[config.mk]
export PLATFORM = sky130hd
export DESIGN_NAME = key_matrix_debounce_event_fifo_top
export DESIGN_NICKNAME = d
export VERILOG_FILES = /design/src/rtl/kmdef_pkg.sv /design/src/rtl/kmdef_ram.sv /design/src/rtl/key_matrix_debounce_event_fifo_top.sv
export SDC_FILE = /design/constraint.sdc
export NUM_CORES = 2
export LEC_CHECK = 0
export ABC_AREA = 1
export ABC_CLOCK_PERIOD_IN_PS = 14310
export BUFFER_PORTS_ARGS = -buffer_cell sky130_fd_sc_hd__clkbuf_2
export CAP_MARGIN = 20
export CORE_ASPECT_RATIO = 0.8
export CORE_UTILIZATION = 45
export CTS_CLUSTER_SIZE = 14
export DETAILED_ROUTE_END_ITERATION = 12
export GPL_ROUTABILITY_DRIVEN = 0
export GPL_TIMING_DRIVEN = 0
export PLACE_DENSITY_LB_ADDON = 0.15
export SLEW_MARGIN = 0
export SYNTH_ARGS = -nofsm -noshare
export SYNTH_HDL_FRONTEND = slang
export SYNTH_SLANG_ARGS = --single-unit
[constraint.sdc]
create_clock -name clk_i -period 14.31 [get_ports clk_i]
set_input_delay 0.7155 -clock clk_i [delete_from_list [all_inputs] [get_ports clk_i]]
set_output_delay 0.7155 -clock clk_i [all_outputs]
set_load 0.02 [all_outputs]
[src/rtl/kmdef_pkg.sv]
// Shared types and constants of the key matrix debounce and event ring block.
// No dependencies; used by the top level by scoped names.
`default_nettype none

package kmdef_pkg;

  // Input opcodes
  localparam logic [1:0] OP_ROW  = 2'd0;
  localparam logic [1:0] OP_TICK = 2'd1;
  localparam logic [1:0] OP_READ = 2'd2;

  // Register indexes on the config port
  localparam logic [1:0] REG_DEBOUNCE = 2'd0;
  localparam logic [1:0] REG_STALE    = 2'd1;
  localparam logic [1:0] REG_TYPE     = 2'd2;

  localparam int unsigned ADDR_W = 4;
  localparam int unsigned DATA_W = 32;

  localparam logic [15:0] DEBOUNCE_RST = 16'd20;
  localparam logic [15:0] STALE_RST    = 16'd100;
  localparam logic [7:0]  TYPE_RST     = 8'h02;

  localparam int KEY_ROW_STEP = 100;  // key number = (ROWS-row)*100 + col + 1
  localparam int MAX_SCAN_COLS = 10;  // width of the column field
  localparam int KEY_W = 9;

  typedef enum logic [2:0] {
    ST_IDLE,
    ST_SCAN,
    ST_DROP,
    ST_REP_TYPE,
    ST_REP_CNT,
    ST_REP_KH,
    ST_REP_KL,
    ST_REP_ST
  } state_e;

endpackage

`default_nettype wire

[src/rtl/kmdef_ram.sv]
// Generic single-write, single-read RAM with registered read data.
// No dependencies.
`default_nettype none

module kmdef_ram #(
  parameter int WIDTH = 32,
  parameter int DEPTH = 40
) (
  input  wire logic                                     clk_i,
  input  wire logic                                     we_i,
  input  wire logic [(DEPTH > 1 ? $clog2(DEPTH) : 1)-1:0] waddr_i,
  input  wire logic [WIDTH-1:0]                         wdata_i,
  input  wire logic                                     re_i,
  input  wire logic [(DEPTH > 1 ? $clog2(DEPTH) : 1)-1:0] raddr_i,
  output logic      [WIDTH-1:0]                         rdata_o
);

  logic [WIDTH-1:0] mem_q [DEPTH];

  always_ff @(posedge clk_i) begin
    if (we_i) begin
      mem_q[waddr_i] <= wdata_i;
    end
    if (re_i) begin
      rdata_o <= mem_q[raddr_i];
    end
  end

endmodule

`default_nettype wire

[src/rtl/key_matrix_debounce_event_fifo_top.sv]
// Key matrix scanner: per-key debounce, a millisecond clock and a small event ring.
// Depends on kmdef_pkg and kmdef_ram (key state and change time store).
//
// Usage:
//   Input channel (in_valid_i/in_ready_o) takes one beat per item: a row sample,
//   a millisecond tick or a host read request. Ready is high only while the
//   sequencer is idle.
//   A row sample makes the sequencer walk min(COLS,10) columns, one per cycle,
//   reading the key store one column ahead, and the one shared 32-bit age
//   subtract/compare decides each key.
//   A tick advances the time, then drops stale entries from the oldest end,
//   again through the shared age unit.
//   A read request produces 2 + 3*n output beats (type, count, then key high,
//   key low, state per entry), one per cycle while out_ready_i is high; the
//   type beat is loaded into the output register from ST_REP_TYPE, the state
//   entered on accepting the request. The output register holds a beat while the
//   receiver stalls and the sequencer waits on it. The ring is empty afterwards.
//   Config (APB, pready tied high) writes the debounce time, stale age and
//   report type at byte addresses 0, 4, 8; write only while idle.
//   Reset (rst_ni low, async): all keys released and change times zero via valid
//   flops, time zero, ring empty, registers at defaults. No clearing pass.
`default_nettype none

module key_matrix_debounce_event_fifo_top #(
  parameter int ROWS       = 4,
  parameter int COLS       = 10,
  parameter int RING_DEPTH = 4
) (
  input  wire logic                          clk_i,
  input  wire logic                          rst_ni,
  // item input
  input  wire logic                          in_valid_i,
  output logic                               in_ready_o,
  input  wire logic [1:0]                    opcode_i,
  input  wire logic [1:0]                    row_i,
  input  wire logic [9:0]                    column_pressed_i,
  // report output
  output logic                               out_valid_o,
  input  wire logic                          out_ready_i,
  output logic      [7:0]                    out_byte_o,
  output logic                               last_byte_o,
  // config port
  input  wire logic                          psel,
  input  wire logic                          penable,
  input  wire logic                          pwrite,
  input  wire logic [kmdef_pkg::ADDR_W-1:0]  paddr,
  input  wire logic [kmdef_pkg::DATA_W-1:0]  pwdata,
  output logic      [kmdef_pkg::DATA_W-1:0]  prdata,
  output logic                               pready
);

  localparam int NKEYS = ROWS * COLS;
  localparam int KAW   = (NKEYS > 1) ? $clog2(NKEYS) : 1;
  localparam int NSCAN = (COLS < kmdef_pkg::MAX_SCAN_COLS) ? COLS : kmdef_pkg::MAX_SCAN_COLS;
  localparam int CW    = (NSCAN > 1) ? $clog2(NSCAN) : 1;
  localparam int RW    = $clog2(RING_DEPTH);
  localparam int NW    = $clog2(RING_DEPTH + 1);
  localparam int KW    = kmdef_pkg::KEY_W;

  function automatic logic [RW-1:0] ring_inc(input logic [RW-1:0] p);
    ring_inc = (p == RW'(RING_DEPTH - 1)) ? '0 : p + 1'b1;
  endfunction

  kmdef_pkg::state_e state_q, state_d;

  logic [15:0] debounce_q, stale_q;
  logic [7:0]  type_q;

  logic [1:0]    row_q, row_d;
  logic [9:0]    bits_q, bits_d;
  logic [CW-1:0] col_q, col_d;
  logic [NW-1:0] idx_q, idx_d;
  logic [31:0]   now_q, now_d;
  logic [RW-1:0] head_q, head_d, tail_q, tail_d;
  logic [NW-1:0] count_q, count_d;
  logic          tv_q [NKEYS];
  logic          tv_d [NKEYS];
  logic [KW-1:0] ring_key_q [RING_DEPTH];
  logic [KW-1:0] ring_key_d [RING_DEPTH];
  logic          ring_pr_q [RING_DEPTH];
  logic          ring_pr_d [RING_DEPTH];
  logic [31:0]   ring_time_q [RING_DEPTH];
  logic [31:0]   ring_time_d [RING_DEPTH];

  logic          out_valid_q, out_valid_d;
  logic [7:0]    out_byte_q, out_byte_d;
  logic          out_last_q, out_last_d;
  logic          out_load, out_free;

  logic            ram_we, ram_re;
  logic [KAW-1:0]  ram_raddr, cur_idx;
  logic [32:0]     ram_rdata;
  logic [31:0]     key_time;
  logic            key_state;
  logic [KW-1:0]   key_num;
  logic            pbit;

  // shared age unit
  logic [31:0] age_sub_b, age;
  logic [15:0] age_limit;
  logic        age_gt;

  logic cfg_we;

  // key store entry: {key down, change time}
  kmdef_ram #(
    .WIDTH (33),
    .DEPTH (NKEYS)
  ) u_time_ram (
    .clk_i   (clk_i),
    .we_i    (ram_we),
    .waddr_i (cur_idx),
    .wdata_i ({pbit, now_q}),
    .re_i    (ram_re),
    .raddr_i (ram_raddr),
    .rdata_o (ram_rdata)
  );

  assign cur_idx   = KAW'(int'(row_q) * COLS + int'(col_q));
  assign key_time  = tv_q[cur_idx] ? ram_rdata[31:0] : 32'd0;
  assign key_state = tv_q[cur_idx] & ram_rdata[32];
  assign key_num   = KW'((ROWS - int'(row_q)) * kmdef_pkg::KEY_ROW_STEP + int'(col_q) + 1);
  assign pbit      = bits_q[col_q];

  assign age_sub_b = (state_q == kmdef_pkg::ST_DROP) ? ring_time_q[tail_q] : key_time;
  assign age_limit = (state_q == kmdef_pkg::ST_DROP) ? stale_q : debounce_q;
  assign age       = now_q - age_sub_b;
  assign age_gt    = age > {16'd0, age_limit};

  assign out_free    = !out_valid_q || out_ready_i;
  assign in_ready_o  = (state_q == kmdef_pkg::ST_IDLE);
  assign out_valid_o = out_valid_q;
  assign out_byte_o  = out_byte_q;
  assign last_byte_o = out_last_q;

  // config port
  assign pready = 1'b1;
  assign cfg_we = psel && penable && pwrite && pready;

  always_comb begin
    unique case (paddr[3:2])
      kmdef_pkg::REG_DEBOUNCE: prdata = {16'd0, debounce_q};
      kmdef_pkg::REG_STALE:    prdata = {16'd0, stale_q};
      kmdef_pkg::REG_TYPE:     prdata = {24'd0, type_q};
      default:                 prdata = '0;
    endcase
  end

  always_comb begin
    state_d     = state_q;
    row_d       = row_q;
    bits_d      = bits_q;
    col_d       = col_q;
    idx_d       = idx_q;
    now_d       = now_q;
    head_d      = head_q;
    tail_d      = tail_q;
    count_d     = count_q;
    tv_d        = tv_q;
    ring_key_d  = ring_key_q;
    ring_pr_d   = ring_pr_q;
    ring_time_d = ring_time_q;
    out_load    = 1'b0;
    out_byte_d  = out_byte_q;
    out_last_d  = out_last_q;
    ram_we      = 1'b0;
    ram_re      = 1'b0;
    ram_raddr   = cur_idx;

    unique case (state_q)
      kmdef_pkg::ST_IDLE: begin
        if (in_valid_i) begin
          unique case (opcode_i)
            kmdef_pkg::OP_ROW: begin
              if (int'(row_i) < ROWS) begin
                ram_re    = 1'b1;
                ram_raddr = KAW'(int'(row_i) * COLS);
                row_d     = row_i;
                bits_d    = column_pressed_i;
                col_d     = '0;
                state_d   = kmdef_pkg::ST_SCAN;
              end
            end
            kmdef_pkg::OP_TICK: begin
              now_d   = now_q + 32'd1;
              state_d = kmdef_pkg::ST_DROP;
            end
            kmdef_pkg::OP_READ: begin
              state_d = kmdef_pkg::ST_REP_TYPE;
            end
            default: ;
          endcase
        end
      end

      kmdef_pkg::ST_SCAN: begin
        if (pbit != key_state && age_gt) begin
          tv_d[cur_idx]       = 1'b1;
          ram_we              = 1'b1;
          ring_key_d[head_q]  = key_num;
          ring_pr_d[head_q]   = pbit;
          ring_time_d[head_q] = now_q;
          head_d              = ring_inc(head_q);
          if (count_q == NW'(RING_DEPTH)) begin
            tail_d = ring_inc(tail_q);  // full: overwrite oldest
          end else begin
            count_d = count_q + 1'b1;
          end
        end
        if (col_q == CW'(NSCAN - 1)) begin
          state_d = kmdef_pkg::ST_IDLE;
        end else begin
          // prefetch next column's key entry
          ram_re    = 1'b1;
          ram_raddr = cur_idx + 1'b1;
          col_d     = col_q + 1'b1;
        end
      end

      kmdef_pkg::ST_DROP: begin
        if (count_q != '0 && age_gt) begin
          tail_d  = ring_inc(tail_q);
          count_d = count_q - 1'b1;
        end else begin
          state_d = kmdef_pkg::ST_IDLE;
        end
      end

      kmdef_pkg::ST_REP_TYPE: begin
        if (out_free) begin
          out_load   = 1'b1;
          out_byte_d = type_q;
          out_last_d = 1'b0;
          idx_d      = '0;
          state_d    = kmdef_pkg::ST_REP_CNT;
        end
      end

      kmdef_pkg::ST_REP_CNT: begin
        if (out_free) begin
          out_load   = 1'b1;
          out_byte_d = 8'(count_q);
          out_last_d = (count_q == '0);
          state_d    = (count_q == '0) ? kmdef_pkg::ST_IDLE : kmdef_pkg::ST_REP_KH;
        end
      end

      kmdef_pkg::ST_REP_KH: begin
        if (out_free) begin
          out_load   = 1'b1;
          out_byte_d = {7'd0, ring_key_q[tail_q][KW-1]};
          out_last_d = 1'b0;
          state_d    = kmdef_pkg::ST_REP_KL;
        end
      end

      kmdef_pkg::ST_REP_KL: begin
        if (out_free) begin
          out_load   = 1'b1;
          out_byte_d = ring_key_q[tail_q][7:0];
          out_last_d = 1'b0;
          state_d    = kmdef_pkg::ST_REP_ST;
        end
      end

      kmdef_pkg::ST_REP_ST: begin
        if (out_free) begin
          out_load   = 1'b1;
          out_byte_d = {7'd0, ring_pr_q[tail_q]};
          out_last_d = (idx_q == count_q - 1'b1);
          tail_d     = ring_inc(tail_q);
          idx_d      = idx_q + 1'b1;
          if (idx_q == count_q - 1'b1) begin
            count_d = '0;
            state_d = kmdef_pkg::ST_IDLE;
          end else begin
            state_d = kmdef_pkg::ST_REP_KH;
          end
        end
      end

      default: state_d = kmdef_pkg::ST_IDLE;
    endcase

    priority if (out_load) begin
      out_valid_d = 1'b1;
    end else if (out_ready_i) begin
      out_valid_d = 1'b0;
    end else begin
      out_valid_d = out_valid_q;
    end
  end

  always_ff @(posedge clk_i or negedge rst_ni) begin
    if (!rst_ni) begin
      state_q     <= kmdef_pkg::ST_IDLE;
      col_q       <= '0;
      idx_q       <= '0;
      now_q       <= '0;
      head_q      <= '0;
      tail_q      <= '0;
      count_q     <= '0;
      out_valid_q <= 1'b0;
      debounce_q  <= kmdef_pkg::DEBOUNCE_RST;
      stale_q     <= kmdef_pkg::STALE_RST;
      type_q      <= kmdef_pkg::TYPE_RST;
      for (int k = 0; k < NKEYS; k++) begin
        tv_q[k] <= 1'b0;
      end
    end else begin
      state_q     <= state_d;
      col_q       <= col_d;
      idx_q       <= idx_d;
      now_q       <= now_d;
      head_q      <= head_d;
      tail_q      <= tail_d;
      count_q     <= count_d;
      out_valid_q <= out_valid_d;
      tv_q        <= tv_d;
      if (cfg_we) begin
        unique case (paddr[3:2])
          kmdef_pkg::REG_DEBOUNCE: debounce_q <= pwdata[15:0];
          kmdef_pkg::REG_STALE:    stale_q    <= pwdata[15:0];
          kmdef_pkg::REG_TYPE:     type_q     <= pwdata[7:0];
          default: ;
        endcase
      end
    end
  end

  // payload, no reset
  always_ff @(posedge clk_i) begin
    row_q       <= row_d;
    bits_q      <= bits_d;
    ring_key_q  <= ring_key_d;
    ring_pr_q   <= ring_pr_d;
    ring_time_q <= ring_time_d;
    out_byte_q  <= out_byte_d;
    out_last_q  <= out_last_d;
  end

endmodule

`default_nettype wire

# == After elaboration in Yosys (flattened, before gate mapping) ==
# Memory sizes are Yosys's and may differ from the RTL's. A register that Yosys moved wholly into a read port is not among the register bits.
# Cells that the tools add are included.
# totals
mem_bits_rw,1320
n_memories,1
ff_bits,319
# mem_list
memory,depth,width,rd,rd_ports_with_merged_regs,write_ports,line_no,rtl
u_time_ram.mem_q,40,33,1,1,1,kmdef_ram.sv:18,logic [WIDTH-1:0] mem_q [DEPTH];
# op_classes
magnitude_cmp,7
addsub,13
mux,87
n_reduce_logical,34
n_eq_ne,34
multipliers,3
bitwise,5
# ops
op,n
32-bit 2-to-1 mux,5
128-bit bitwise mux,1
32-bit binary-select mux with 2-bit select,1
32-bit demux with 2-bit select,1
3-bit 2-to-1 mux,17
16-bit one-hot mux with 3 select lines,1
8-bit 2-to-1 mux,5
40-bit bitwise OR,1
8-bit one-hot mux with 5 select lines,1
36-bit bitwise mux,1
"32-bit by 1-bit adder with 32-bit output, second input constant",1
32-bit by 16-bit > comparator with 1-bit output,1
32-bit subtractor,1
9-bit 2-to-1 mux,3
"2-bit != test, second input constant",13
3-bit one-hot mux with 8 select lines,1
1-bit 2-to-1 mux,21
9-bit binary-select mux with 2-bit select,1
9-bit demux with 2-bit select,1
6-bit 2-to-1 mux,3
3-bit one-hot mux with 3 select lines,2
16-bit 2-to-1 mux,1
"3-bit == test, second input constant",5
2-bit 2-to-1 mux,6
other kinds (57),89

# == Depth between registers and ports, before layout ==
# logic_depth
ltp_word,15
mapped_depth,43

# == By module ==
# A second synthesis with hierarchy kept.
# unflattened
hier_cells,6252
hier_area_um2,71153.2
# modules_own_cells
module,cells_per_inst,instances,seq_area_each_um2,area_per_inst_um2
kmdef_ram,4312,1,40629.0,53804.1
key_matrix_debounce_event_fifo_top,1940,1,8936.1,17349.1

# == Worst setup path before layout ==
# OpenSTA, ideal clock, no wires.
# synth_path
path_type,flip-flop to flip-flop
start,reg row_q[0]
end,"reg ring_key_q[0] (netlist bit), enable pin"
setup_slack_ns,6.874
arrival_ns,6.995
setup_ns,0.441
path_stages_with_launch,42
period_less_slack_ns,7.436
path_cell_list,edfxtp_1 ha_1 fa_1 buf_2 inv_2 nor2_1 nand3_1 o21ai_0 nor2_1 nand3_1 nand2_1 and3_1 buf_4 clkbuf_1 a31oi_1 ha_1 nand2_1 inv_1 (+6 left out) xor2_1 ha_1 nand3_1 nor4_1 nand2_1 nand2_1 nand2_1 nand2_1 nor2_1 nand2_1 nor2_1 nand2_1 nor2_1 nand3_1 nand2_2 nor2_8 inv_1 nor2_1
# synth_between
elab_chain_cells,12
word_cells_on_any_way,14
cone_classes,add/sub: 2; mul: 1; order compare: 1; eq/ne: 1; mux: 5; bitwise: 2; reduce/logical: 2
# synth_rtl
element,line_no,rtl
start: declaration,key_matrix_debounce_event_fifo_top.sv:69,"logic [1:0] row_q, row_d;"
start signal: assignment,key_matrix_debounce_event_fifo_top.sv:333,row_q <= row_d;
2-bit by 3-bit multiplier with 5-bit output *,key_matrix_debounce_event_fifo_top.sv:119,assign cur_idx = KAW'(int'(row_q) * COLS + int'(col_q));
6-bit by 4-bit adder with 6-bit output *,key_matrix_debounce_event_fifo_top.sv:119,
6-bit NOT with 7-bit output (implied by the code) *,"key_matrix_debounce_event_fifo_top.sv:120, key_matrix_debounce_event_fifo_top.sv:121",
1-bit binary-select mux with 6-bit select *,"key_matrix_debounce_event_fifo_top.sv:120, key_matrix_debounce_event_fifo_top.sv:121",
1-bit 2-to-1 mux (implied by the code) * (2 in series),"key_matrix_debounce_event_fifo_top.sv:120, key_matrix_debounce_event_fifo_top.sv:121",
32-bit 2-to-1 mux,key_matrix_debounce_event_fifo_top.sv:120,assign key_time = tv_q[cur_idx] ? ram_rdata[31:0] : 32'd0;
32-bit 2-to-1 mux,key_matrix_debounce_event_fifo_top.sv:125,assign age_sub_b = (state_q == kmdef_pkg::ST_DROP) ? ring_time_q[tail_q] : key_time;
32-bit subtractor,key_matrix_debounce_event_fifo_top.sv:127,assign age = now_q - age_sub_b;
32-bit by 16-bit > comparator with 1-bit output,key_matrix_debounce_event_fifo_top.sv:128,"assign age_gt = age > {16'd0, age_limit};"
1-bit logical AND *,key_matrix_debounce_event_fifo_top.sv:197,if (pbit != key_state && age_gt) begin
2-bit AND reduction (no source line) *,--,
end signal: assignment,key_matrix_debounce_event_fifo_top.sv:335,ring_key_q <= ring_key_d;
end: declaration,key_matrix_debounce_event_fifo_top.sv:78,logic [KW-1:0] ring_key_q [RING_DEPTH];
# Every way passes the cells marked *; elsewhere a longest branch is shown, timed or not. The select of a mux whose other input is x is not followed.
# A chain may end at the register's enable or synchronous reset.

# == Final worst setup path ==
# layout_path
start,reg row_q[0]
end,"mem u_time_ram.mem_q[36][23], enable pin"
# layout_between
elab_chain_cells,15
word_cells_on_any_way,17
cone_classes,add/sub: 2; mul: 1; order compare: 1; eq/ne: 1; mux: 9; bitwise: 2; reduce/logical: 1
# layout_rtl
element,line_no,rtl
2-bit by 3-bit multiplier with 5-bit output *,key_matrix_debounce_event_fifo_top.sv:119,
6-bit by 4-bit adder with 6-bit output *,key_matrix_debounce_event_fifo_top.sv:119,
6-bit NOT with 7-bit output (implied by the code),"key_matrix_debounce_event_fifo_top.sv:120, key_matrix_debounce_event_fifo_top.sv:121",
1-bit binary-select mux with 6-bit select,"key_matrix_debounce_event_fifo_top.sv:120, key_matrix_debounce_event_fifo_top.sv:121",
1-bit 2-to-1 mux (implied by the code) (2 in series),"key_matrix_debounce_event_fifo_top.sv:120, key_matrix_debounce_event_fifo_top.sv:121",
32-bit 2-to-1 mux,key_matrix_debounce_event_fifo_top.sv:120,
32-bit 2-to-1 mux,key_matrix_debounce_event_fifo_top.sv:125,
32-bit subtractor,key_matrix_debounce_event_fifo_top.sv:127,
32-bit by 16-bit > comparator with 1-bit output,key_matrix_debounce_event_fifo_top.sv:128,
1-bit logical AND,key_matrix_debounce_event_fifo_top.sv:197,
1-bit 2-to-1 mux,key_matrix_debounce_event_fifo_top.sv:197,
1-bit 2-to-1 mux,key_matrix_debounce_event_fifo_top.sv:170,unique case (state_q)
1-bit 2-to-1 mux,kmdef_ram.sv:21,if (we_i) begin
1-bit 2-to-1 mux (implied by the code),kmdef_ram.sv:22,mem_q[waddr_i] <= wdata_i;
end: declaration,kmdef_ram.sv:18,
# Marked as above.

==> out/results.tsv <==
stage	metric	value	unit
status	status	completed	
cts	cts_root_buf	clkbuf_16	
synthesis	seq_area_frac_synth	71.3	%
die	initial_utilization	45.5	%
cts	insertion_delay	0.82	ns
placement	placed_cell_area	74600	sq um
min_path	whs_path_depth	1	
sta	finalCritPeriodShare	57.1	%
power	powerDensity	249	nW/um^2
drt	wire_per_inst	28.3	microns
min_path	hold_path.class	in -> reg	
die	core.rowCount	128	
sta	tightest_slew	1.20	ns
sta	finalSetupViolCount	0	
power	vdd_drop_max	136	uV
die	dieWidth	441	microns
sta	rsz0062_at_grt	false	
min_path	hold_end	bits_q[3]$_DFFE_PP_	
drt	drt_iter0_markers	7454	
die	die_h	354	microns
synthesis	syn_area	69500	sq um
drt	dr.pass1.iters	6	
synthesis	yosysWarnings	0	
synthesis	synthCells	5559	
die	die_area	156000	sq um
placement	place.port_buffers	65	
cts	cts_num_sinks	1672	
cts	ctsResizeCount	0	
synthesis	ys_seq_elements	1672	
critical_path	critical_path.top_delay_family	simple AND/OR/NAND/NOR gates	
synthesis	synth.top_cell.area_share	66.6	%
drt	ant_nets	0	
global_routing	grt_pass1_vias	44868	
layout	final_util	52.2	%
cts	path_clk_slew	0.07	ns
run	maxCapViolations	0	
layout	area_delta_synth_final	14.7	%
critical_path	rr_startpoint	row_q[0]$_DFFE_PP_	
cts	hold_buffers	1	
sta	max_freq	0.122	GHz
power	leakagePower	0.0283	uW
critical_path	endpoint_kind	register	
drt	route.detailed.drc	0	
cts	htreeDepth	4	
placement	dpl.cell_count	7739	
synthesis	syn-mean-instance-area	12.5	sq um
critical_path	cp.depth	42	
min_path	hold_start	column_pressed_i[3]	
layout	fin_area	79700	sq um
layout	fillers	13107	
critical_path	crit_arrival	8.70	ns
cts	cts_setup_buffers	0	
layout	nNetsFinal	6027	
critical_path	reg2reg_depth	42	
drt	viasPerCell	6.04	
sta	drv_slew	0	
critical_path	startpoint_type	register	
layout	final_common_cell	edfxtp_1	
sta	layout_min_cycle_time	8.17	ns
synthesis	synthTopCellsByArea	edfxtp_1 (67%), o21ai_0 (5.4%), nor2_1 (4.5%)	
cts	cts_tree	done	
synthesis	post_synth_num_cell_types	62	
placement	dp_hpwl	158000	microns
layout	drive_gt1_share	10.4	%
global_routing	grtUsageTotal	28.8	%
critical_path	max_stage_delay	0.70	ns
synthesis	synthFlopType	edfxtp_1	
die	ios	101	
sta	fin_ws	6.14	ns
die	core	153000	sq um
critical_path	crit_slowest_cell	nor2_4	
global_routing	grt_pass1_wl	323000	microns
critical_path	worstPathMaxFanout	21	
drt	vias	48565	
synthesis	synth_edf_count	1542	
cts	clockBufferDepth	3	
global_routing	grt_max_degree	79	
sta	tns	0	ns
critical_path	timing.rr.end	u_time_ram.mem_q[36][23]$_DFFE_PP_	
layout	layout_common_cells	edfxtp_1 (1,542), nor2_1 (785), o21ai_0 (748)	
critical_path	cp.required	14.83	ns
critical_path	setup.worst_path.class	reg -> reg	
synthesis	async_reset_ff_share	7.78	%
critical_path	path_buf_inv	8	
global_routing	overflow	0	
critical_path	crit_top_cell	nand2_1	
global_routing	antenna_found_initial	8	
critical_path	r2r_setup_slack	6.14	ns
placement	pre_cts_slack	6.29	ns
sta	skew	0.0270	ns
sta	relSlewSlack	19.8	%
cts	numCtsBuffers	166	
layout	fin_cells	8041	
synthesis	synth_area_leader_cell	edfxtp_1	
drt	wirelength	228000	microns
sta	hold_viol_final	0	
==> cell type report <==
class	count	area [sq um]	area share [%]
inverters	226	848	1.06
clock buffers	215	4350	5.45
well taps	2015	2520	3.16
diodes	1	2.50	0.00314
plain buffers	367	1680	2.11
multi-input cells	3309	17800	22.4
clock inverters	85	751	0.942
flip-flops and latches	1672	49600	62.2
repair buffers	151	2120	2.66
==> per-stage QoR <==
| step | hold WS [ns] | power [uW] |
|---|---|---|
| floorplan | 0.420 | 11300 |
| global placement | 0.430 | 15100 |
| detailed placement | 0.436 | 15400 |
| CTS | 0.0282 | 19500 |
| global route | 0.0506 | 20700 |
| finish | 0.0753 | 19900 |
==> registers in the layout, indices dropped and copies added (netlist names) <==
register and cells:
u_time_ram.rdata_o 33, type_q 8, debounce_q 16, stale_q 16, state_q 3, ring_time_q 128, out_valid_o 1, tv_q 40
ring_pr_q 4, bits_q 10, col_q 4, out_byte_o 8, now_q 32, count_q 3, head_q 2, last_byte_o 1
tail_q 2, row_q 2, u_time_ram.mem_q 1320, ring_key_q 36, idx_q 3
==> per-layer routing <==
metal	share of wire, %	global-route usage (%)	up-vias
met3	13	8.91	355
met4	2.9	8.50	2
met5	0.0083	0	-
li1	-	-	21241
met2	40	38.4	2715
met1	44	44.7	24252
==> cell usage after synthesis, types with 3 or more instances <==
library cell and count:
nand3_1 179, a32o_1 4, o21ai_0 748, nor2_4 4
a221oi_1 30, inv_1 215, xor2_1 44, and3_1 3
o21ai_1 46, dfrtp_1 124, buf_6 12, clkinv_1 3
nand4_1 22, edfxtp_1 1542, nor4_1 4, o22ai_1 169
a221o_1 5, buf_4 27, xnor2_1 13, o21ai_2 4
clkbuf_1 232, buf_1 4, nand2_4 7, a21oi_1 122
inv_2 8, a31oi_1 32, buf_2 92, dfstp_2 6
o211ai_1 168, nor3_1 20, ha_1 75, o221ai_1 171
nand2_1 535, o21bai_2 6, o21bai_1 22, nor2_1 829
==> worst max-delay path by stage <==
stage                              start                                 end  slack, ns
CTS                   row_q[0]$_DFFE_PP_  u_time_ram.mem_q[36][23]$_DFFE_PP_       6.24
global route          row_q[0]$_DFFE_PP_           ring_time_q[88]$_DFFE_PP_       5.51
detailed placement    row_q[0]$_DFFE_PP_  u_time_ram.mem_q[36][19]$_DFFE_PP_       6.29
global placement    col_q[0]$_DFFE_PN0P_           ring_time_q[59]$_DFFE_PP_       2.33
floorplan             row_q[0]$_DFFE_PP_             ring_key_q[0]$_DFFE_PP_       6.87
finish                row_q[0]$_DFFE_PP_  u_time_ram.mem_q[36][23]$_DFFE_PP_       6.14
==> power breakdown <==
part,internal (uW),switching (uW)
registers,5690,141
clock network,2300,1920
logic,2520,7300
total,10500,9370
==> cells by family (layout without fill, tap and decap cells) <==
| family | after synthesis | count (layout) | synth area share (%) |
|---|---|---|---|
| flops | 1672 | 1672 | 71.3 |
| compound gates | 1540 | 1540 | 13.4 |
| buf+inv | 593 | 1044 | 3.64 |
| xor+xnor | 58 | 58 | 0.741 |
| other cells | 2 | 18 | 0.0108 |
| fa+ha+maj | 77 | 77 | 1.41 |
| simple gates | 1617 | 1617 | 9.47 |
No activity file was read; power rests on OpenSTA's default activity.
